==> src/design/oaht_pkg.sv <==
// Shared types, constants and command/status structs for the open addressing hash table.
// Used by every module of the block but oaht_ram; depends on nothing.
package oaht_pkg;

	localparam int MIN_CAP = 8;
	localparam int MAX_CAP = 1024;
	localparam int KEY_W   = 32;
	localparam int VAL_W   = 32;
	localparam int HASH_W  = 32;
	localparam int IDX_W   = $clog2(MAX_CAP);
	localparam int ADDR_W  = IDX_W + 1;
	localparam int CAP_W   = IDX_W + 1;
	localparam int MIN_LOG = $clog2(MIN_CAP);
	localparam int MAX_LOG = IDX_W;
	localparam int LOG_TOP = IDX_W + 2;
	localparam int LOG_W   = $clog2(LOG_TOP + 1);
	localparam int KVH_W   = KEY_W + VAL_W + HASH_W;
	localparam int SLOTS   = 2 * MAX_CAP;
	localparam int IN_W    = 112;
	localparam int OUT_W   = 88;

	typedef enum logic [2:0] {
		OP_INSERT = 3'd0,
		OP_SEARCH = 3'd1,
		OP_REMOVE = 3'd2,
		OP_CLEAR  = 3'd3,
		OP_READ   = 3'd4
	} op_t;

	typedef enum logic [2:0] {
		RS_INSERTED  = 3'd0,
		RS_REPLACED  = 3'd1,
		RS_FOUND     = 3'd2,
		RS_NOT_FOUND = 3'd3,
		RS_FULL      = 3'd4,
		RS_DONE      = 3'd5
	} res_status_t;

	typedef enum logic [1:0] {
		MARK_EMPTY = 2'd0,
		MARK_LIVE  = 2'd1,
		MARK_DEAD  = 2'd2
	} mark_t;

	typedef enum logic [1:0] {
		RV_ZERO,
		RV_FIN,
		RV_RD
	} val_sel_t;

	typedef enum logic [1:0] {
		RK_ITEM,
		RK_ZERO,
		RK_RD
	} key_sel_t;

	typedef enum logic [3:0] {
		S_CLR,
		S_IDLE,
		S_DISP,
		S_PRD,
		S_PEV,
		S_INS,
		S_SRCH,
		S_RH_START,
		S_RH_CLR,
		S_RH_RD,
		S_RH_EV,
		S_RH_WR,
		S_RH_DONE,
		S_SLOT_EV,
		S_FIN
	} state_t;

	typedef struct packed {
		logic        ld_item;
		logic        clear_state;
		logic        clr_wr;
		logic        prb_init;
		logic        prb_rh;
		logic        prb_rd;
		logic        prb_ev;
		logic        ins_new;
		logic        ins_rep;
		logic        rem_mark;
		logic        rh_start;
		logic        rh_rd;
		logic        rh_latch;
		logic        rh_wr;
		logic        rh_next;
		logic        rh_commit;
		logic        slot_rd;
		logic        res_we;
		res_status_t res_status;
		val_sel_t    res_val_sel;
		key_sel_t    res_key_sel;
		logic        res_live;
		logic        fin;
	} cmd_t;

	typedef struct packed {
		op_t   op;
		logic  clr_last;
		logic  p_done;
		mark_t fin_mark;
		mark_t rd_mark;
		logic  ins_room;
		logic  rh_fail;
		logic  rh_last;
		logic  slot_in_range;
		logic  out_free;
	} sts_t;

endpackage

==> src/design/oaht_ctrl.sv <==
// Controller state machine: sequences probe, insert, remove, clear, read and rehash.
// Depends on oaht_pkg; drives oaht_datapath through cmd_t and reads sts_t.
module oaht_ctrl (
	input  logic           clk,
	input  logic           arst_n,
	input  logic           s_tvalid,
	output logic           s_tready,
	input  oaht_pkg::sts_t sts,
	output oaht_pkg::cmd_t cmd
);
	import oaht_pkg::*;

	state_t     state_q, state_n;
	logic       clr_op_q, rh_mode_q;
	logic [1:0] tries_q;

	always_ff @(posedge clk or negedge arst_n) begin
		if (!arst_n) begin
			state_q   <= S_CLR;
			clr_op_q  <= 1'b0;
			rh_mode_q <= 1'b0;
			tries_q   <= '0;
		end else begin
			state_q <= state_n;
			if (cmd.ld_item) tries_q <= '0;
			if (cmd.rh_commit) tries_q <= tries_q + 2'd1;
			if (cmd.clear_state) clr_op_q <= 1'b1;
			else if (state_q == S_CLR && sts.clr_last) clr_op_q <= 1'b0;
			if (cmd.rh_start) rh_mode_q <= 1'b1;
			else if (cmd.rh_commit) rh_mode_q <= 1'b0;
		end
	end

	always_comb begin
		state_n = state_q;
		unique case (state_q)
			S_CLR:      if (sts.clr_last) state_n = clr_op_q ? S_FIN : S_IDLE;
			S_IDLE:     if (s_tvalid) state_n = S_DISP;
			S_DISP: begin
				unique case (sts.op) inside
					OP_INSERT, OP_SEARCH, OP_REMOVE: state_n = S_PRD;
					OP_CLEAR: state_n = S_CLR;
					OP_READ:  state_n = sts.slot_in_range ? S_SLOT_EV : S_FIN;
					default:  state_n = S_FIN;
				endcase
			end
			S_PRD:      state_n = S_PEV;
			S_PEV: begin
				if (sts.p_done) begin
					if (rh_mode_q) state_n = S_RH_WR;
					else if (sts.op == OP_INSERT) state_n = S_INS;
					else state_n = S_SRCH;
				end else begin
					state_n = S_PRD;
				end
			end
			S_INS: begin
				if (sts.fin_mark == MARK_LIVE || sts.ins_room) state_n = S_FIN;
				else state_n = S_RH_START;
			end
			S_SRCH:     state_n = S_FIN;
			S_RH_START: state_n = sts.rh_fail ? S_FIN : S_RH_CLR;
			S_RH_CLR:   if (sts.clr_last) state_n = S_RH_RD;
			S_RH_RD:    state_n = S_RH_EV;
			S_RH_EV: begin
				if (sts.rd_mark == MARK_LIVE) state_n = S_PRD;
				else state_n = sts.rh_last ? S_RH_DONE : S_RH_RD;
			end
			S_RH_WR:    state_n = sts.rh_last ? S_RH_DONE : S_RH_RD;
			S_RH_DONE:  state_n = (tries_q == 2'd3) ? S_FIN : S_DISP;
			S_SLOT_EV:  state_n = S_FIN;
			S_FIN:      if (sts.out_free) state_n = S_IDLE;
			default:    state_n = S_IDLE;
		endcase
	end

	always_comb begin
		cmd             = '0;
		cmd.res_status  = RS_DONE;
		cmd.res_val_sel = RV_ZERO;
		cmd.res_key_sel = RK_ITEM;
		s_tready        = 1'b0;
		unique case (state_q)
			S_CLR: cmd.clr_wr = 1'b1;
			S_IDLE: begin
				s_tready    = 1'b1;
				cmd.ld_item = s_tvalid;
			end
			S_DISP: begin
				unique case (sts.op) inside
					OP_INSERT, OP_SEARCH, OP_REMOVE: cmd.prb_init = 1'b1;
					OP_CLEAR: begin
						cmd.clear_state = 1'b1;
						cmd.res_we      = 1'b1;
					end
					OP_READ: begin
						if (sts.slot_in_range) begin
							cmd.slot_rd = 1'b1;
						end else begin
							cmd.res_we      = 1'b1;
							cmd.res_status  = RS_NOT_FOUND;
							cmd.res_key_sel = RK_ZERO;
						end
					end
					default: cmd.res_we = 1'b1;
				endcase
			end
			S_PRD: cmd.prb_rd = 1'b1;
			S_PEV: cmd.prb_ev = 1'b1;
			S_INS: begin
				cmd.res_we = 1'b1;
				if (sts.fin_mark == MARK_LIVE) begin
					cmd.ins_rep     = 1'b1;
					cmd.res_status  = RS_REPLACED;
					cmd.res_val_sel = RV_FIN;
				end else if (sts.ins_room) begin
					cmd.ins_new    = 1'b1;
					cmd.res_status = RS_INSERTED;
				end else begin
					cmd.res_we = 1'b0;
				end
			end
			S_SRCH: begin
				cmd.res_we = 1'b1;
				if (sts.fin_mark == MARK_LIVE) begin
					cmd.res_status  = RS_FOUND;
					cmd.res_val_sel = RV_FIN;
					cmd.rem_mark    = (sts.op == OP_REMOVE);
				end else begin
					cmd.res_status = RS_NOT_FOUND;
				end
			end
			S_RH_START: begin
				if (sts.rh_fail) begin
					cmd.res_we     = 1'b1;
					cmd.res_status = RS_FULL;
				end else begin
					cmd.rh_start = 1'b1;
				end
			end
			S_RH_CLR: cmd.clr_wr = 1'b1;
			S_RH_RD:  cmd.rh_rd = 1'b1;
			S_RH_EV: begin
				if (sts.rd_mark == MARK_LIVE) begin
					cmd.prb_init = 1'b1;
					cmd.prb_rh   = 1'b1;
					cmd.rh_latch = 1'b1;
				end else begin
					cmd.rh_next = !sts.rh_last;
				end
			end
			S_RH_WR: begin
				cmd.rh_wr   = 1'b1;
				cmd.rh_next = !sts.rh_last;
			end
			S_RH_DONE: begin
				cmd.rh_commit  = 1'b1;
				cmd.res_we     = (tries_q == 2'd3);
				cmd.res_status = RS_FULL;
			end
			S_SLOT_EV: begin
				cmd.res_we = 1'b1;
				if (sts.rd_mark == MARK_LIVE) begin
					cmd.res_status  = RS_FOUND;
					cmd.res_val_sel = RV_RD;
					cmd.res_key_sel = RK_RD;
					cmd.res_live    = 1'b1;
				end else begin
					cmd.res_status  = RS_NOT_FOUND;
					cmd.res_key_sel = RK_ZERO;
				end
			end
			S_FIN: cmd.fin = sts.out_free;
			default: ;
		endcase
	end

	a_ready_idle: assert property (@(posedge clk) disable iff (!arst_n)
		s_tready |-> !rh_mode_q) else $error("input taken during rehash");
	a_rh_wr_mode: assert property (@(posedge clk) disable iff (!arst_n)
		cmd.rh_wr |-> rh_mode_q) else $error("rehash write outside rehash");
	a_commit_prev: assert property (@(posedge clk) disable iff (!arst_n)
		cmd.rh_commit |-> $past(state_q == S_RH_EV || state_q == S_RH_WR))
		else $error("rehash commit without walk");
endmodule
==> config.mk <==
export PLATFORM = sky130hd
export DESIGN_NAME = oaht_ctrl
export DESIGN_NICKNAME = d
export VERILOG_FILES = /design/src/design/oaht_pkg.sv /design/src/design/oaht_ctrl.sv
export SDC_FILE = /design/constraint.sdc
export NUM_CORES = 1
export LEC_CHECK = 0
export BUFFER_PORTS_ARGS = -buffer_cell sky130_fd_sc_hd__buf_2
export CORE_MARGIN = 2
export CORE_UTILIZATION = 45
export DETAILED_ROUTE_END_ITERATION = 12
export PLACE_DENSITY = 0.85
export SLEW_MARGIN = 10
export SYNTH_ARGS = -nofsm -noshare
export SYNTH_HDL_FRONTEND = slang
export SYNTH_SLANG_ARGS = --single-unit
==> constraint.sdc <==
create_clock -name clk -period 2 [get_ports clk]
set_clock_uncertainty 0.1 [all_clocks]
set_input_delay 0.1 -clock clk [delete_from_list [all_inputs] [get_ports clk]]
set_output_delay 0.1 -clock clk [all_outputs]
set_load 0.01 [all_outputs]
==> Word level (Yosys, flattened, before mapping) <==
Cells that the tools add are included.
{ "totals": {"register_bits": 8, "out_inout_bits": 28, "ramBits": 0, "latchBits": 0, "n_memories": 0, "romBits": 0} }
{ "classes": {"n_reduce_logical": 13, "n_bitwise": 0, "shift": 0, "eq_ne": 25, "div": 0, "magnitude_cmp": 0, "n_addsub": 1, "muxes": 70, "multipliers": 0} }
{ "ops": {"columns": ["cell", "n"], "rows": [
  ["$pmux 4 s14", 1],
  ["$mux 4", 12],
  ["$mux 1", 37],
  ["$eq 4x4->1 const B", 7],
  ["$pmux 4 s6", 1],
  ["$eq 4x3->1 const B", 4],
  ["$mux 2", 8],
  ["$mux 3", 5],
  ["$pmux 4 s3", 1],
  ["$eq 4x2->1 const B", 2],
  ["$ne 2x2->1 const B", 4],
  ["$pmux 2 s2", 2],
  ["$eq 3x2->1 const B", 2],
  ["$pmux 1 s2", 3],
  ["$reduce_bool 2->1", 3],
  ["$reduce_or 2->1", 3],
  ["$eq 2x1->1 const B", 2],
  ["$eq 4x1->1 const B", 1],
  ["$logic_not 4->1", 1],
  ["$reduce_and 4->1", 1],
  ["$eq 3x1->1 const B", 1],
  ["$eq 3x3->1 const B", 1],
  ["$logic_not 3->1", 1],
  ["$reduce_or 3->1", 1],
  ["5 further kinds", 5]
]} }

==> Longest topological paths before layout <==
{ "logic_depth": {"word_depth": 5, "ltp_mapped": 7} }

==> Least setup slack after synthesis <==
No wires, ideal clock.
{ "synth_timing": {"path_type": "register to register", "start": "register state_q[3]", "end": "register tries_q[1]", "path_stages_with_launch": 7, "arrival_time_ps": 1348, "setup_slack_ps": 424, "required_ps": 1772, "setup_time_ps": 128, "synth_period_minus_slack_ps": 1576, "n_path_buf": 2, "path_cell_list": "dfrtp_1 -> buf_4 -> or2_1 -> buf_2 -> nor2_1 -> and2_1 -> o21ai_0"} }
{ "synth_rtl": {"columns": ["element", "line", "rtl"], "rows": [
  ["start, declared", "oaht_ctrl.sv:13", "state_t state_q, state_n;"],
  ["start signal, assigned", "oaht_ctrl.sv:24", "state_q <= state_n;"],
  ["end signal, assigned", "oaht_ctrl.sv:26", "if (cmd.rh_commit) tries_q <= tries_q + 2'd1;"],
  ["end, declared", "oaht_ctrl.sv:15", "logic [1:0] tries_q;"]
]} }

==> flow_summary.toml <==
[synthesis]
synthDistinctLibCells = 46
ys_seq_area_share_pct = 19.5
async_flop_share_pct = 100
synth_nets = 169
dominantRegCellSynth = "dfrtp_1"
synthCells = 151
ys_warn_count = 0
syn_area_um2 = 1030
avgSynthCellArea_um2 = 6.79
ys_ff_latch = 8
synth_edf_count = 0

[power]
cellPowerDensity_nw_per_um2 = 1470
internal_power_w = 0.000934
seq_power_share_pct = 19.6
vdd_drop_max_uv = 822
p_sw_w = 0.00105
power.share.clock_pct = 6.7
combinationalPowerShare_pct = 73.7
p_leak_nw = 0.642
switching_share_pct = 53.0

[placement]
placed_cell_area_um2 = 1270
port_buffers = 44
gp_congestion = 0.965
hpwlAfterDp_mm = 2.67
dp_worst_setup_slack_ns = 0.181

[global_routing]
grt_pass1_wl_mm = 5.43
grt_overflow = 0
grt_pass1_vias = 1163
grt_max_degree = 16
grt_usage_pct = 26.9
grt_antenna_before_repair = 0

[setup_path]
end_kind = "output port"
crit_chain = "inv_1, o21ai_1, nor3_1, a221o_1, buf_2"
worstSetupPathType = "reg2out"
worst_path_max_delay_cell = "dfrtp_2"
cp.required_ns = 1.80
cpPeakStageDelay_ns = 0.50
critical_path.max_fanout = 12
cp_data_arrival_time_ns = 1.71
worst_setup_path_start_kind = "flop"

[layout]
final_common_cell = "buf_2"
area_delta_synth_final_pct = 31.3
n_antenna_cell = 0
final_cell_mix = "buf_2, nor2_1, nand2_1"
nNetsFinal = 219
final_area_um2 = 1350
seq_area_um2 = 203
drive_gt1_share_pct = 36.2
fill_cells = 199
multi_input_area_um2 = 727
final_core_util_pct = 61.5

[clock_tree]
max-clock-path-buffers = 2
clock_sinks = 8
cts_tree = "done"
cts.reportedPaths.clkPinSlew_ns = 0.07
ctsHtreeMaxLevel = 1
insertion_delay_ns = 0.27
root_buffer = "clkbuf_4"
cts_made_buffers = 3

[floorplanning]
core_area_um2 = 2190
fp-row-count = 17
initial_core_util_pct = 46.8
die-area_um2 = 2680
ios = 45
die_h_um = 51.8
die_w_um = 51.8

[detailed_routing]
wl_per_cell_um = 15.6
wl_mm = 3.55
drc = 0
drt-initial-drc-count = 111
wl_met3_um = 362
routed.top_layer = "met4"
met2_length_mm = 1.66
first_pass_iters = 5
vias = 1396
wl_met1_mm = 1.47
avgViaCountPerCell = 6.15
ant_nets = 0

[sta]
fmax_mhz = 523
slew_violations = 0
layout_min_cycle_time_ns = 1.91
hold_violations = 0
slew_headroom_pct = 64.2
finalCritPeriodShare_pct = 95.7
setup_ws_ns = 0.0869
setup_viol = 0
max_slew.worst_pin.slew_ns = 0.533
setup_tns_ns = 0
holdWs_ns = 0.0247

[run]
drv_cap = 0

[hold_path]
hp-class = "in2reg"

[outcome]
status = "finished, final reports clean"
logic make-up after synthesis:
group                    after synthesis  share of synthesized area, %
AND/OR/NAND/NOR                       75                          36.5
AO/OA/AOI/OAI                         46                          30.7
buffers and inverters                 20                          10.6
flip-flops                             8                          19.5
multiplexers                           1                          1.46
adder cells (fa/ha/maj)                1                          1.22
cell type report:
class                           count  share of cell area (%)
Sequential cell                     8                    15.0
Inverter                            6                    1.67
Timing Repair Buffer               59                    25.1
Clock buffer                        3                    1.67
Tap cell                           28                    2.60
Multi-Input combinational cell    123                    53.9
critical path, delay by kind of cell, from the launching register on:
kind	cells	cell delay (ns)
compound gates	2	0.56
buf+inv	2	0.28
flops	1	0.50
simple gates	1	0.11
synthesized netlist by cell type (2+ instances only):
cell type / count / share of area, %
nor3_1: 13 / 6.3
nor4_1: 2 / 1.2
buf_4: 7 / 5.1
a21oi_1: 6 / 2.9
o31ai_1: 3 / 2.2
dfrtp_1: 8 / 20
o21ai_0: 13 / 6.3
buf_2: 6 / 2.9
a31oi_1: 2 / 1.2
a221oi_1: 2 / 1.7
nand2b_1: 6 / 3.7
o22ai_1: 4 / 2.4
inv_1: 5 / 1.8
nand2_1: 16 / 5.9
nor2_1: 20 / 7.3
nor2b_1: 3 / 1.8
nand3_1: 6 / 2.9
state kept, by name, indices dropped and copies added (netlist names):
register and flops:
state_q 4, rh_mode_q 1, tries_q 2, clr_op_q 1
path summary, 6_finish.rpt:
check / from / end / slack, ns / cells past startpoint
max reg2reg: state_q[0] / state_q[2] / 0.23 / 5
min reg2reg: clr_op_q / clr_op_q / 0.43 / 2
min: sts[10] / clr_op_q / 0.02 / 4
max: state_q[1] / cmd[9] / 0.09 / 5
max in group asynchronous: arst_n / state_q[1] / 1.50 / 2
min in group asynchronous: arst_n / state_q[2] / 0.11 / 2
metrics by stage:
step | instances | total power [W]
2_1_floorplan | 151 | 0.00132
3_3_place_gp | 219 | 0.00171
3_5_place_dp | 219 | 0.00172
4_1_cts | 224 | 0.00187
5_1_grt | 227 | 0.00213
6_report | 227 | 0.00199
routing by layer:
layer  track usage (%)  vias to the layer above
li1                  -                      646
met1              37.0                      632
met2              44.0                      107
met3              4.60                       11
met4              6.14                        0
met5                 0                        -
power by group through the flow:
stage	clock, W	sequential, W	combinational (W)
2_1_floorplan	0	0.000284	0.00104
3_3_place_gp	0	0.000372	0.00133
3_5_place_dp	0	0.000382	0.00134
4_1_cts	0.000136	0.000383	0.00135
5_1_grt	0.000149	0.000405	0.00157
6_report	0.000133	0.000390	0.00146
timing repair:
action | 4_1_cts | 5_1_grt
endpoints found under the hold margin | 9 | 0
resized for setup | 1 | 6
hold buffers | 2 | 0
setup endpoints to repair | 4 | 9
buffers inserted | 0 | 3
(Power assumes the default switching activity.)
